## src/sv/bsr_pkg.sv

```systemverilog
// Package for the bracketed root search sequencer.
// Widths, register indexes, status codes and saturating helpers.
// No dependencies.
`timescale 1ns / 1ps

package bsr_pkg;

    localparam int DATA_W   = 32;
    localparam int CFG_W    = 31;
    localparam int CNT_W    = 16;
    localparam int ITER_W   = 8;
    localparam int CFG_IDX_W = 3;
    localparam int PROD_W   = 63;
    localparam int DIVD_W   = 64;

    localparam logic [CFG_IDX_W-1:0] CFG_STEP_SIZE  = 3'd0;
    localparam logic [CFG_IDX_W-1:0] CFG_MAX_LENGTH = 3'd1;
    localparam logic [CFG_IDX_W-1:0] CFG_TOLERANCE  = 3'd2;
    localparam logic [CFG_IDX_W-1:0] CFG_STEP_COUNT = 3'd3;
    localparam logic [CFG_IDX_W-1:0] CFG_MAX_ITER   = 3'd4;
    localparam logic [CFG_IDX_W-1:0] CFG_USE_BISECT = 3'd5;

    localparam logic [1:0] ST_EVAL      = 2'd0;
    localparam logic [1:0] ST_CONVERGED = 2'd1;
    localparam logic [1:0] ST_NO_CHANGE = 2'd2;
    localparam logic [1:0] ST_ITER_LIM  = 2'd3;

    localparam logic [CFG_W-1:0]  RST_STEP_SIZE  = 31'd65536;
    localparam logic [CFG_W-1:0]  RST_MAX_LENGTH = 31'd524288;
    localparam logic [CFG_W-1:0]  RST_TOLERANCE  = 31'd66;
    localparam logic [CNT_W-1:0]  RST_STEP_COUNT = 16'd8;
    localparam logic [ITER_W-1:0] RST_MAX_ITER   = 8'd50;

    localparam logic signed [DATA_W-1:0] VAL_MAX = {1'b0, {(DATA_W-1){1'b1}}};
    localparam logic signed [DATA_W-1:0] VAL_MIN = {1'b1, {(DATA_W-1){1'b0}}};

    // saturate a sum that grew by one bit
    function automatic logic signed [DATA_W-1:0] sat1(input logic signed [DATA_W:0] s);
        logic signed [DATA_W-1:0] r;
        if (s[DATA_W] != s[DATA_W-1])
            r = s[DATA_W] ? VAL_MIN : VAL_MAX;
        else
            r = s[DATA_W-1:0];
        return r;
    endfunction

    // negate when flip is set, saturating the most negative value
    function automatic logic signed [DATA_W-1:0] orient(input logic flip,
                                                        input logic signed [DATA_W-1:0] x);
        logic signed [DATA_W-1:0] r;
        if (!flip)
            r = x;
        else if (x == VAL_MIN)
            r = VAL_MAX;
        else
            r = -x;
        return r;
    endfunction

endpackage

```

## src/sv/bsr_if.sv

```systemverilog
// Handshake interfaces for the request and response channels.
// Depends on bsr_pkg for field widths.
`timescale 1ns / 1ps

interface bsr_req_if;
    logic                                valid;
    logic                                ready;
    logic                                operation;
    logic signed [bsr_pkg::DATA_W-1:0]   value;
    modport source (output valid, operation, value, input ready);
    modport sink   (input valid, operation, value, output ready);
endinterface

interface bsr_rsp_if;
    logic                                valid;
    logic                                ready;
    logic [1:0]                          status;
    logic signed [bsr_pkg::DATA_W-1:0]   point;
    modport source (output valid, status, point, input ready);
    modport sink   (input valid, status, point, output ready);
endinterface

```

## src/sv/bsr_div.sv

```systemverilog
// Restoring divider, one quotient bit per cycle.
// Depends on bsr_pkg for widths.
`timescale 1ns / 1ps

module bsr_div
(
    input  logic                              clk,
    input  logic                              rst_n,
    input  logic                              start,
    input  logic [bsr_pkg::DIVD_W-1:0]        dividend,
    input  logic [bsr_pkg::DATA_W-1:0]        divisor,
    output logic                              done,
    output logic [bsr_pkg::DIVD_W-1:0]        quotient
);

    localparam int CW = $clog2(bsr_pkg::DIVD_W);
    localparam logic [CW-1:0] LAST = CW'(bsr_pkg::DIVD_W - 1);

    logic                          busy_reg, busy_next;
    logic                          done_reg, done_next;
    logic [CW-1:0]                 cnt_reg, cnt_next;
    logic [bsr_pkg::DATA_W-1:0]    rem_reg, rem_next;
    logic [bsr_pkg::DIVD_W-1:0]    dq_reg, dq_next;
    logic [bsr_pkg::DATA_W:0]      shifted;
    logic                          take;

    assign shifted = {rem_reg, dq_reg[bsr_pkg::DIVD_W-1]};
    assign take    = shifted >= {1'b0, divisor};

    always_comb
    begin
        busy_next = busy_reg;
        done_next = 1'b0;
        cnt_next  = cnt_reg;
        rem_next  = rem_reg;
        dq_next   = dq_reg;
        if (start)
        begin
            busy_next = 1'b1;
            cnt_next  = '0;
            rem_next  = '0;
            dq_next   = dividend;
        end
        else if (busy_reg)
        begin
            rem_next = take ? bsr_pkg::DATA_W'(shifted - {1'b0, divisor})
                            : shifted[bsr_pkg::DATA_W-1:0];
            dq_next  = {dq_reg[bsr_pkg::DIVD_W-2:0], take};
            cnt_next = cnt_reg + 1'b1;
            if (cnt_reg == LAST)
            begin
                busy_next = 1'b0;
                done_next = 1'b1;
            end
        end
    end

    always_ff @(posedge clk or negedge rst_n)
    begin
        if (!rst_n)
        begin
            busy_reg <= 1'b0;
            done_reg <= 1'b0;
            cnt_reg  <= '0;
        end
        else
        begin
            busy_reg <= busy_next;
            done_reg <= done_next;
            cnt_reg  <= cnt_next;
        end
    end

    always_ff @(posedge clk)
    begin
        rem_reg <= rem_next;
        dq_reg  <= dq_next;
    end

    assign done     = done_reg;
    assign quotient = dq_reg;

endmodule

```

## src/sv/bracketed_root_search_sequencer.sv

```systemverilog
// Top level of the bracketed root search sequencer.
// Depends on bsr_pkg, bsr_req_if / bsr_rsp_if and bsr_div.
//
//   channel  dir  payload                  meaning
//   req      in   operation, value         start (origin value) or returned value
//   rsp      out  status, point            evaluate request or final estimate
//   cfg      in   cfg_we, cfg_index, data  register writes
//
// Each word passes IDLE, DECIDE and DONE; an outward step adds MUL and POST, a
// bisection step PREP, EST and CHK, and a regula falsi step PREP, MUL, POST, the
// divider wait DIV, EST and CHK. A found bracket adds MUL and POST before PREP.
// One word is processed at a time.
// Reset clears control state and loads the register defaults.
// A result waits in the output register; the next word is taken only after
// it has been handed over to that register.
`timescale 1ns / 1ps

module bracketed_root_search_sequencer
(
    input  logic                                clk,
    input  logic                                rst_n,
    input  logic                                cfg_we,
    input  logic [bsr_pkg::CFG_IDX_W-1:0]       cfg_index,
    input  logic [bsr_pkg::CFG_W-1:0]           cfg_data,
    bsr_req_if.sink                             req,
    bsr_rsp_if.source                           rsp
);

    localparam int W  = bsr_pkg::DATA_W;
    localparam int CW = bsr_pkg::CFG_W;

    typedef enum logic [8:0] {
        S_IDLE   = 9'b000000001,
        S_DECIDE = 9'b000000010,
        S_MUL    = 9'b000000100,
        S_POST   = 9'b000001000,
        S_PREP   = 9'b000010000,
        S_DIV    = 9'b000100000,
        S_EST    = 9'b001000000,
        S_CHK    = 9'b010000000,
        S_DONE   = 9'b100000000
    } state_t;

    typedef enum logic [2:0] {
        PH_IDLE   = 3'b001,
        PH_STEP   = 3'b010,
        PH_REFINE = 3'b100
    } phase_t;

    typedef enum logic [2:0] {
        K_LAMBDA = 3'b001,
        K_LOW    = 3'b010,
        K_RF     = 3'b100
    } kind_t;

    // configuration
    logic [CW-1:0]                    step_size_reg, max_length_reg, tolerance_reg;
    logic [bsr_pkg::CNT_W-1:0]        step_count_reg;
    logic [bsr_pkg::ITER_W-1:0]       max_iter_reg;
    logic                             use_bis_reg;

    state_t st_reg, st_next;
    phase_t phase_reg, phase_next;
    kind_t  kind_reg, kind_next;

    logic                             op_reg, op_next;
    logic signed [W-1:0]              val_reg, val_next;
    logic [bsr_pkg::CNT_W-1:0]        si_reg, si_next;
    logic [bsr_pkg::ITER_W-1:0]       iter_reg, iter_next;
    logic                             flip_reg, flip_next;
    logic signed [W-1:0]              bl_reg, bl_next, bh_reg, bh_next;
    logic signed [W-1:0]              vl_reg, vl_next, vh_reg, vh_next;
    logic signed [W-1:0]              pv_reg, pv_next, pe_reg, pe_next;
    logic signed [W-1:0]              pend_reg, pend_next, est_reg, est_next;
    logic [W-1:0]                     mul_a_reg, mul_a_next;
    logic [CW-1:0]                    mul_b_reg, mul_b_next;
    logic [bsr_pkg::PROD_W-1:0]       prod_reg, prod_next;
    logic [W-1:0]                     d_reg, d_next;
    logic                             rhas_reg, rhas_next;
    logic [1:0]                       rstat_reg, rstat_next;
    logic signed [W-1:0]              rpt_reg, rpt_next;
    logic                             ov_reg, ov_next;
    logic [1:0]                       ostat_reg, ostat_next;
    logic signed [W-1:0]              opt_reg, opt_next;

    logic                             div_start, div_done;
    logic [bsr_pkg::DIVD_W-1:0]       quot;

    // shared combinational terms
    logic signed [W-1:0]              ml_s, z, sat2ml;
    logic [W-1:0]                     ml2;
    logic [CW-1:0]                    sat_prod, min_step;
    logic signed [W:0]                span, vh_mag, bsum, rf_sum, dif, adif;
    logic [CW-1:0]                    qc;

    assign ml_s     = {1'b0, max_length_reg};
    assign z        = bsr_pkg::orient(flip_reg, val_reg);
    assign ml2      = {max_length_reg, 1'b0};
    assign sat2ml   = ml2[W-1] ? bsr_pkg::VAL_MAX : $signed(ml2);
    assign sat_prod = (|prod_reg[bsr_pkg::PROD_W-1:CW]) ? {CW{1'b1}} : prod_reg[CW-1:0];
    assign min_step = (step_size_reg < max_length_reg) ? step_size_reg : max_length_reg;
    assign span     = {bh_reg[W-1], bh_reg} - {bl_reg[W-1], bl_reg};
    assign vh_mag   = vh_reg[W-1] ? -{vh_reg[W-1], vh_reg} : {vh_reg[W-1], vh_reg};
    assign bsum     = {bl_reg[W-1], bl_reg} + {bh_reg[W-1], bh_reg};
    assign qc       = (|quot[bsr_pkg::DIVD_W-1:CW]) ? {CW{1'b1}} : quot[CW-1:0];
    assign rf_sum   = (bh_reg < bl_reg) ? {bl_reg[W-1], bl_reg} - {2'b00, qc}
                                        : {bl_reg[W-1], bl_reg} + {2'b00, qc};
    assign dif      = {pe_reg[W-1], pe_reg} - {est_reg[W-1], est_reg};
    assign adif     = dif[W] ? -dif : dif;

    assign div_start = (st_reg == S_POST) && (kind_reg == K_RF) && (d_reg != '0);

    bsr_div u_div
    (
        .clk      (clk),
        .rst_n    (rst_n),
        .start    (div_start),
        .dividend ({1'b0, prod_reg}),
        .divisor  (d_reg),
        .done     (div_done),
        .quotient (quot)
    );

    always_comb
    begin
        st_next    = st_reg;
        phase_next = phase_reg;
        kind_next  = kind_reg;
        op_next    = op_reg;
        val_next   = val_reg;
        si_next    = si_reg;
        iter_next  = iter_reg;
        flip_next  = flip_reg;
        bl_next    = bl_reg;
        bh_next    = bh_reg;
        vl_next    = vl_reg;
        vh_next    = vh_reg;
        pv_next    = pv_reg;
        pe_next    = pe_reg;
        pend_next  = pend_reg;
        est_next   = est_reg;
        mul_a_next = mul_a_reg;
        mul_b_next = mul_b_reg;
        prod_next  = prod_reg;
        d_next     = d_reg;
        rhas_next  = rhas_reg;
        rstat_next = rstat_reg;
        rpt_next   = rpt_reg;
        ov_next    = ov_reg && !rsp.ready;
        ostat_next = ostat_reg;
        opt_next   = opt_reg;

        case (st_reg)
            S_IDLE:
            begin
                if (req.valid)
                begin
                    op_next  = req.operation;
                    val_next = req.value;
                    st_next  = S_DECIDE;
                end
            end
            S_DECIDE:
            begin
                rhas_next = 1'b0;
                st_next   = S_DONE;
                if (!op_reg)
                begin
                    flip_next = val_reg[W-1];
                    pv_next   = bsr_pkg::orient(val_reg[W-1], val_reg);
                    iter_next = '0;
                    rhas_next = 1'b1;
                    if (step_count_reg == '0)
                    begin
                        phase_next = PH_IDLE;
                        si_next    = '0;
                        rstat_next = bsr_pkg::ST_NO_CHANGE;
                        rpt_next   = ml_s;
                    end
                    else
                    begin
                        phase_next = PH_STEP;
                        si_next    = 16'd1;
                        pend_next  = {1'b0, min_step};
                        rstat_next = bsr_pkg::ST_EVAL;
                        rpt_next   = {1'b0, min_step};
                    end
                end
                else if (phase_reg == PH_STEP)
                begin
                    if (z[W-1])
                    begin
                        // sign flipped: bracket is [previous step, this step]
                        bh_next    = pend_reg;
                        vh_next    = z;
                        vl_next    = pv_reg;
                        iter_next  = '0;
                        pe_next    = sat2ml;
                        mul_a_next = W'(si_reg - 1'b1);
                        mul_b_next = step_size_reg;
                        kind_next  = K_LOW;
                        st_next    = S_MUL;
                    end
                    else
                    begin
                        pv_next = z;
                        if (si_reg >= step_count_reg)
                        begin
                            phase_next = PH_IDLE;
                            rhas_next  = 1'b1;
                            rstat_next = bsr_pkg::ST_NO_CHANGE;
                            rpt_next   = ml_s;
                        end
                        else
                        begin
                            si_next    = si_reg + 1'b1;
                            mul_a_next = W'(si_reg + 1'b1);
                            mul_b_next = step_size_reg;
                            kind_next  = K_LAMBDA;
                            st_next    = S_MUL;
                        end
                    end
                end
                else if (phase_reg == PH_REFINE)
                begin
                    if (z[W-1])
                    begin
                        bh_next = pend_reg;
                        vh_next = z;
                    end
                    else
                    begin
                        bl_next = pend_reg;
                        vl_next = z;
                    end
                    pe_next = pend_reg;
                    if (iter_reg >= max_iter_reg)
                    begin
                        phase_next = PH_IDLE;
                        rhas_next  = 1'b1;
                        rstat_next = bsr_pkg::ST_ITER_LIM;
                        rpt_next   = pend_reg;
                    end
                    else
                        st_next = S_PREP;
                end
            end
            S_MUL:
            begin
                prod_next = mul_a_reg * mul_b_reg;
                st_next   = S_POST;
            end
            S_POST:
            begin
                case (kind_reg)
                    K_LAMBDA:
                    begin
                        pend_next  = (sat_prod < max_length_reg) ? {1'b0, sat_prod} : ml_s;
                        rhas_next  = 1'b1;
                        rstat_next = bsr_pkg::ST_EVAL;
                        rpt_next   = (sat_prod < max_length_reg) ? {1'b0, sat_prod} : ml_s;
                        st_next    = S_DONE;
                    end
                    K_LOW:
                    begin
                        bl_next = {1'b0, sat_prod};
                        if (max_iter_reg == '0)
                        begin
                            phase_next = PH_IDLE;
                            rhas_next  = 1'b1;
                            rstat_next = bsr_pkg::ST_ITER_LIM;
                            rpt_next   = '0;
                            st_next    = S_DONE;
                        end
                        else
                        begin
                            phase_next = PH_REFINE;
                            st_next    = S_PREP;
                        end
                    end
                    default:
                        st_next = (d_reg == '0) ? S_EST : S_DIV;
                endcase
            end
            S_PREP:
            begin
                if (use_bis_reg)
                    st_next = S_EST;
                else
                begin
                    // low side value is never negative after orientation
                    mul_a_next = span[W] ? W'(-span) : span[W-1:0];
                    mul_b_next = vl_reg[CW-1:0];
                    d_next     = W'({1'b0, vl_reg} + vh_mag);
                    kind_next  = K_RF;
                    st_next    = S_MUL;
                end
            end
            S_DIV:
            begin
                if (div_done)
                    st_next = S_EST;
            end
            S_EST:
            begin
                if (use_bis_reg)
                    est_next = bsum[W:1];
                else if (d_reg == '0)
                    est_next = bl_reg;
                else
                    est_next = bsr_pkg::sat1(rf_sum);
                st_next = S_CHK;
            end
            S_CHK:
            begin
                rhas_next = 1'b1;
                rpt_next  = est_reg;
                if (adif <= $signed({2'b00, tolerance_reg}))
                begin
                    phase_next = PH_IDLE;
                    rstat_next = bsr_pkg::ST_CONVERGED;
                end
                else
                begin
                    pend_next  = est_reg;
                    iter_next  = iter_reg + 1'b1;
                    rstat_next = bsr_pkg::ST_EVAL;
                end
                st_next = S_DONE;
            end
            S_DONE:
            begin
                if (!ov_reg || rsp.ready)
                begin
                    st_next = S_IDLE;
                    if (rhas_reg)
                    begin
                        ov_next    = 1'b1;
                        ostat_next = rstat_reg;
                        opt_next   = rpt_reg;
                    end
                end
            end
            default:
                st_next = S_IDLE;
        endcase
    end

    always_ff @(posedge clk or negedge rst_n)
    begin
        if (!rst_n)
        begin
            step_size_reg  <= bsr_pkg::RST_STEP_SIZE;
            max_length_reg <= bsr_pkg::RST_MAX_LENGTH;
            tolerance_reg  <= bsr_pkg::RST_TOLERANCE;
            step_count_reg <= bsr_pkg::RST_STEP_COUNT;
            max_iter_reg   <= bsr_pkg::RST_MAX_ITER;
            use_bis_reg    <= 1'b0;
            st_reg         <= S_IDLE;
            phase_reg      <= PH_IDLE;
            kind_reg       <= K_LAMBDA;
            si_reg         <= '0;
            iter_reg       <= '0;
            flip_reg       <= 1'b0;
            rhas_reg       <= 1'b0;
            ov_reg         <= 1'b0;
        end
        else
        begin
            if (cfg_we)
            begin
                case (cfg_index)
                    bsr_pkg::CFG_STEP_SIZE:  step_size_reg  <= cfg_data;
                    bsr_pkg::CFG_MAX_LENGTH: max_length_reg <= cfg_data;
                    bsr_pkg::CFG_TOLERANCE:  tolerance_reg  <= cfg_data;
                    bsr_pkg::CFG_STEP_COUNT: step_count_reg <= cfg_data[bsr_pkg::CNT_W-1:0];
                    bsr_pkg::CFG_MAX_ITER:   max_iter_reg   <= cfg_data[bsr_pkg::ITER_W-1:0];
                    bsr_pkg::CFG_USE_BISECT: use_bis_reg    <= cfg_data[0];
                    default: ;
                endcase
            end
            st_reg    <= st_next;
            phase_reg <= phase_next;
            kind_reg  <= kind_next;
            si_reg    <= si_next;
            iter_reg  <= iter_next;
            flip_reg  <= flip_next;
            rhas_reg  <= rhas_next;
            ov_reg    <= ov_next;
        end
    end

    always_ff @(posedge clk)
    begin
        op_reg    <= op_next;
        val_reg   <= val_next;
        bl_reg    <= bl_next;
        bh_reg    <= bh_next;
        vl_reg    <= vl_next;
        vh_reg    <= vh_next;
        pv_reg    <= pv_next;
        pe_reg    <= pe_next;
        pend_reg  <= pend_next;
        est_reg   <= est_next;
        mul_a_reg <= mul_a_next;
        mul_b_reg <= mul_b_next;
        prod_reg  <= prod_next;
        d_reg     <= d_next;
        rstat_reg <= rstat_next;
        rpt_reg   <= rpt_next;
        ostat_reg <= ostat_next;
        opt_reg   <= opt_next;
    end

    assign req.ready  = (st_reg == S_IDLE);
    assign rsp.valid  = ov_reg;
    assign rsp.status = ostat_reg;
    assign rsp.point  = opt_reg;

    // a new result only comes out of the hand-off state
    a_rsp_from_done: assert property (@(posedge clk) disable iff (!rst_n)
        $rose(rsp.valid) |-> $past(st_reg == S_DONE))
        else $error("response raised outside hand-off");

    // the divider finishes only while the sequencer waits for it
    a_div_done: assert property (@(posedge clk) disable iff (!rst_n)
        div_done |-> (st_reg == S_DIV))
        else $error("divider done outside wait state");

    // a final status always leaves the search idle
    a_final_idle: assert property (@(posedge clk) disable iff (!rst_n)
        (st_reg == S_DONE && rhas_reg && rstat_reg != bsr_pkg::ST_EVAL)
        |-> (phase_reg == PH_IDLE))
        else $error("final status while search active");

endmodule
```

## src/flat_wrapper.sv

```systemverilog
// flat-port wrapper written by rule: the top's interface ports become plain ports
module bracketed_root_search_sequencer_flat 
  (clk, rst_n, cfg_we, cfg_index, cfg_data, req_valid, req_operation, req_value, req_ready, rsp_valid, rsp_status, rsp_point, rsp_ready);
  bsr_req_if req_i ();
  bsr_rsp_if rsp_i ();
  input  logic clk;
  input  logic rst_n;
  input  logic cfg_we;
  input  logic [bsr_pkg::CFG_IDX_W-1:0] cfg_index;
  input  logic [bsr_pkg::CFG_W-1:0] cfg_data;
  input wire logic [$bits(req_i.valid)-1:0] req_valid;
  input wire logic [$bits(req_i.operation)-1:0] req_operation;
  input wire logic [$bits(req_i.value)-1:0] req_value;
  output wire logic [$bits(req_i.ready)-1:0] req_ready;
  output wire logic [$bits(rsp_i.valid)-1:0] rsp_valid;
  output wire logic [$bits(rsp_i.status)-1:0] rsp_status;
  output wire logic [$bits(rsp_i.point)-1:0] rsp_point;
  input wire logic [$bits(rsp_i.ready)-1:0] rsp_ready;
  assign req_i.valid = req_valid;
  assign req_i.operation = req_operation;
  assign req_i.value = req_value;
  assign req_ready = req_i.ready;
  assign rsp_valid = rsp_i.valid;
  assign rsp_status = rsp_i.status;
  assign rsp_point = rsp_i.point;
  assign rsp_i.ready = rsp_ready;
  bracketed_root_search_sequencer u_core (.clk(clk), .rst_n(rst_n), .cfg_we(cfg_we), .cfg_index(cfg_index), .cfg_data(cfg_data), .req(req_i), .rsp(rsp_i));
endmodule
```

## config.mk

```make
export PLATFORM = sky130hd
export DESIGN_NAME = bracketed_root_search_sequencer_flat
export DESIGN_NICKNAME = d
export VERILOG_FILES = /design/src/sv/bsr_pkg.sv /design/src/sv/bsr_if.sv /design/src/sv/bsr_div.sv /design/src/sv/bracketed_root_search_sequencer.sv /design/src/flat_wrapper.sv
export SDC_FILE = /design/constraint.sdc
export NUM_CORES = 2
export LEC_CHECK = 0
export BUFFER_PORTS_ARGS = -buffer_cell sky130_fd_sc_hd__buf_4
export CORE_MARGIN = 2
export CORE_UTILIZATION = 30
export CTS_CLUSTER_SIZE = 12
export DETAILED_ROUTE_END_ITERATION = 16
export GPL_TIMING_DRIVEN = 1
export SLEW_MARGIN = 15
export SYNTH_ARGS = -nofsm -noshare
export SYNTH_HDL_FRONTEND = slang
export SYNTH_HIERARCHICAL = 1
export SYNTH_SLANG_ARGS = --single-unit
export TNS_END_PERCENT = 50
```

## constraint.sdc

```tcl
create_clock -name clk -period 17.7 [get_ports clk]
set_input_delay 2.655 -clock clk [delete_from_list [all_inputs] [get_ports clk]]
set_output_delay 2.655 -clock clk [all_outputs]
set_load 0.005 [all_outputs]
```

Yosys cells after proc, flatten, opt, wreduce, memory -nomap -nowiden
Cells that the tools add are included.
Word-level totals
  memory bits (read-only): 0
  RAM bits: 0
  memories: 0
  input port bits: 72
  register bits after elaboration: 779
  latch bits: 0
Cells by class
  $add $sub $neg: 16
  $lt $le $gt $ge: 7
  reductions and logical operators: 42
  equality and inequality tests: 51
  mux-type cells: 139
  shift operators: 0
  div/mod/pow operators: 0
  $mul: 1
  bitwise operators: 2
Operators by type and width (number)
  2-to-1 mux 32 bit: 46
  2-to-1 mux 31 bit: 11
  case mux 32 bit (2 select lines): 3
  case mux 32 bit (3 select lines): 2
  2-to-1 mux 63 bit: 2
  subtractor 32 x 32 -> 33 bit: 3
  negation 32 bit: 3
  2-to-1 mux 9 bit: 10
  case mux 9 bit (9 select lines): 1
  adder 32 x 32 -> 33 bit: 2
  2-to-1 mux 33 bit: 2
  2-to-1 mux 16 bit: 4
  multiplier 32 x 31 -> 63 bit: 1
  less-than comparator 31 bit: 2
  case mux 31 bit (2 select lines): 1
  2-to-1 mux 3 bit: 14
  greater-or-equal comparator 33 x 32 -> 1 bit: 1
  <= comparator 33 x 32 -> 1 bit: 1
  negation 33 bit: 1
  OR reduction 33 bit: 1
  adder 32 bit: 1
  equality test 32 bit, second input constant: 1
  logical NOT 32 bit: 1
  less-than comparator 32 bit: 1
  other kinds (57): 143

Depth between registers and ports, before layout
  word-level depth: 8
  mapped depth: 31

Hierarchy
The synthesis kept the hierarchy.
By module, submodules not included
  bracketed_root_search_sequencer: area an instance 74860.5 um^2, seq. area each 19452.4 um^2, instances 1, cells an instance 7897
  bsr_div: area an instance 6672.6 um^2, seq. area each 2762.6 um^2, instances 1, cells an instance 632

Worst setup path before layout
OpenSTA, ideal clock, no wires.
  kind: reg2reg
  start: register, netlist name u_core/val_reg[9]
  end: register u_core.bh_reg[0], enable pin
  clock period less this slack: 7663 ps
  required time: 17122 ps
  stages on the path, launching flop included: 10
  path buffers: 2
  library setup time: 578 ps
  arrival time: 7084 ps
  path slack: 10037 ps
  path through: edfxtp_1 > nor2_1 > and3_1 > clkbuf_1 > nor4b_1 > nand3_1 > o41ai_1 > a22oi_2 > clkbuf_1 > a211oi_1
RTL lines
  to (signal assigned): line bracketed_root_search_sequencer.sv:398  | bh_reg <= bh_next;
  to (decl): line bracketed_root_search_sequencer.sv:71  | logic signed [W-1:0] bl_reg, bl_next, bh_reg, bh_next;

Final worst setup path
  start: register u_core.mul_b_reg[6]
  end: register u_core/prod_reg[61] in the netlist's numbering, data pin
Between the ends
  cells in the longest elaborated chain, start to end: 1
Ends and longest elaborated chain
  from (decl): line bracketed_root_search_sequencer.sv:76  | logic [CW-1:0] mul_b_reg, mul_b_next;
  from (signal assigned): line bracketed_root_search_sequencer.sv:406  | mul_b_reg <= mul_b_next;
  multiplier 32 x 31 -> 63 bit: line bracketed_root_search_sequencer.sv:250  | prod_next = mul_a_reg * mul_b_reg;
  to (signal assigned): line bracketed_root_search_sequencer.sv:407  | prod_reg <= prod_next;
  to (decl): line bracketed_root_search_sequencer.sv:77  | logic [bsr_pkg::PROD_W-1:0] prod_reg, prod_next;
Every way passes these cells.
A chain may end at the register's enable or synchronous reset.

==> flow_metrics.env <==
export IMPL_cts_inserted_buffers=85
export IMPL_fin_util_pct=32.9
export IMPL_slew_headroom_pct=18.9
export IMPL_vias=63500
export IMPL_drtIter0Drc=5567
export IMPL_post_dp_hpwl_um=194000
export IMPL_setup_tns_ps=0
export IMPL_synth_edf_count=578
export IMPL_grt_remaining_overflow=0
export IMPL_start_util_pct=30.1
export IMPL_avgSynthCellArea_um2=9.56
export IMPL_layout_drive_gt1_share_pct=8.46
export IMPL_rsz0062_at_grt="no"
export IMPL_ys_ff_latch=778
export IMPL_die_area_um2=276000
export IMPL_ys_warn_count=6
export IMPL_min_from="u_core/rpt_reg[14]$_DFFE_PP_"
export IMPL_synth_flop_cell="edfxtp_1"
export IMPL_nFillCells=27600
export IMPL_min_period_ps=9150
export IMPL_cts_hold_fix_buffers=0
export IMPL_syn_num_nets=10000
export IMPL_worstPathRequired_ps=18120
export IMPL_die_y_um=525
export IMPL_seqCellArea_um2=22200
export IMPL_placed_cells=11900
export IMPL_hold_viol=0
export IMPL_drv_slew=0
export IMPL_multi_input_area_um2=53700
export IMPL_seq_area_frac_synth_pct=27.2
export IMPL_fmax_ghz=0.109
export IMPL_postSynthCellCount=8529
export IMPL_synth_async_reset_ratio_pct=21.6
export IMPL_cts_tree="yes"
export IMPL_antenna_found_initial=14
export IMPL_layout_commonest_cell="inv_1"
export IMPL_status="finished clean"
export IMPL_row_count=191
export IMPL_syn_to_final_growth_pct=9.16
export IMPL_die_w_um=525
export IMPL_startpoint="u_core/mul_b_reg[6]$_DFFE_PP_"
export IMPL_synth_distinct_cells=118
export IMPL_maxCapViolations=0
export IMPL_vias_per_cell=5.27
export IMPL_cts_sinks=778
export IMPL_cts_setup_buffers=0
export IMPL_core_area_um2=271000
export IMPL_grt_pass1_vias=65000
export IMPL_syn_area_um2=81500
export IMPL_grt_usage_pct=18.4
export IMPL_drc=0
export IMPL_clk_latency_ps=700
export IMPL_layout_nets=9933
export IMPL_largest_register_ff_count=64
export IMPL_port_buffers=107
export IMPL_worst_slew_pin_slew_ps=1220
export IMPL_fin_cells=12100
export IMPL_post_cts_resized=0
export IMPL_routed_wl_um=258000
export IMPL_hp_class="register to register"
export IMPL_cp_max_fo=32
export IMPL_finalClockSkew_ps=29.2
export IMPL_worstPathArrival_ps=9580
export IMPL_path_class="register to register"
export IMPL_period_share_pct=51.7
export IMPL_setup_worst_path_start_class="register"
export IMPL_dr_pass1_iters=6
export IMPL_clock_path_buffers=3
export IMPL_ant_nets=0
export IMPL_setup_viol=0
export IMPL_r2r_start="u_core/mul_b_reg[6]$_DFFE_PP_"
export IMPL_grt_pass1_wl_um=397000
export IMPL_clockRootBuffer="clkbuf_16"
export IMPL_wl_per_cell_um=21.4
export IMPL_end_kind="register"
export IMPL_htreeDepth=3
export IMPL_io_pins=108
export IMPL_place_congestion=0.949
export IMPL_grt_max_degree=81
export IMPL_r2r_slack_ps=8550
export IMPL_cts_reportedPaths_clkPinSlew_ps=70
export IMPL_layout_common_cells="inv_1, nand2_1, fa_1"
[path summary, 6_finish.rpt]
kind                            cells after the start                              endpoint
worst max-delay path                               27         u_core/prod_reg[61]$_DFFE_PP_
worst min register to register                      0        u_core/rsp.point[14]$_DFFE_PP_
worst min-delay path                                0        u_core/rsp.point[14]$_DFFE_PP_
min in group asynchronous                           1  u_core/tolerance_reg[15]$_DFFE_PN0P_
worst max register to register                     27         u_core/prod_reg[61]$_DFFE_PP_
max in group asynchronous                           2       u_core/u_div/busy_reg$_DFF_PN0_
[cell usage after synthesis (all sizes together), types with 101 or more instances]
| cell | instances | area share (%) |
|---|---|---|
| a21oi | 384 | 2.4 |
| a21o | 146 | 1.3 |
| inv | 1094 | 5.0 |
| dfrtp | 157 | 4.8 |
| xnor2 | 219 | 2.4 |
| fa | 872 | 21 |
| clkbuf | 401 | 1.8 |
| and2 | 551 | 4.2 |
| nor2 | 365 | 1.7 |
| ha | 572 | 8.8 |
| a31oi | 120 | 0.92 |
| edfxtp | 578 | 21 |
| nand2 | 1088 | 5.1 |
| o21ai | 335 | 2.1 |
| nor3 | 117 | 0.74 |
| or3 | 101 | 0.77 |
| mux2 | 188 | 2.6 |
[logic make-up after synthesis]
family	count (synthesis)	share of synthesized area, %
simple gates	2730	16.6
other cells	1	0.00460
flops	778	27.2
buf+inv	1523	7.15
compound gates	1507	12.3
xor+xnor	308	3.31
fa+ha+maj	1447	30.2
mux	235	3.18
[layer usage]
layer / vias to the layer above / GRT usage [%] / share of wire (%)
li1: 28400 / - / -
met1: 32200 / 25.5 / 44
met2: 2444 / 29.5 / 46
met3: 412 / 2.03 / 6.5
met4: 4 / 6.86 / 3.9
met5: - / 0 / 0.0082
[worst max-delay path, stage by stage, from the launching register on]
cell	delay [ps]
edfxtp_1	1110
and2_1	260
fa_1	440
fa_1	510
inv_1	50
fa_1	490
inv_1	50
fa_1	450
ha_1	290
ha_1	270
inv_1	50
fa_1	450
fa_1	500
inv_1	40
ha_1	250
a21oi_1	220
nand2_1	130
a2111oi_1	680
buf_4	250
nor4_1	60
buf_4	170
o21ai_0	550
a21oi_1	280
nor2_1	160
o21ai_0	190
a221o_1	420
a41oi_1	370
o221ai_1	170
[layout make-up]
type,count,share of cell area [%]
diodes,1,0.00281
clock buffers,125,2.71
clock inverters,32,0.420
inverters,1094,4.61
multi-input cells,6228,60.3
flip-flops and latches,778,25.0
well taps,3570,5.02
repair buffers,230,1.97
[stage by stage]
| step | instance area [um2] | setup slack (ps) | hold slack, ps |
|---|---|---|---|
| 2_1_floorplan | 81500 | 10040 | 400 |
| 3_3_place_gp | 86200 | 8610 | 410 |
| 3_5_place_dp | 86200 | 8540 | 405 |
| 4_1_cts | 89000 | 8500 | 408 |
| 5_1_grt | 89000 | 8240 | 426 |
| 6_report | 89000 | 8550 | 409 |
Power is not shown: default switching activity piles up to over one toggle a cycle in this logic, so the estimate is an artifact.
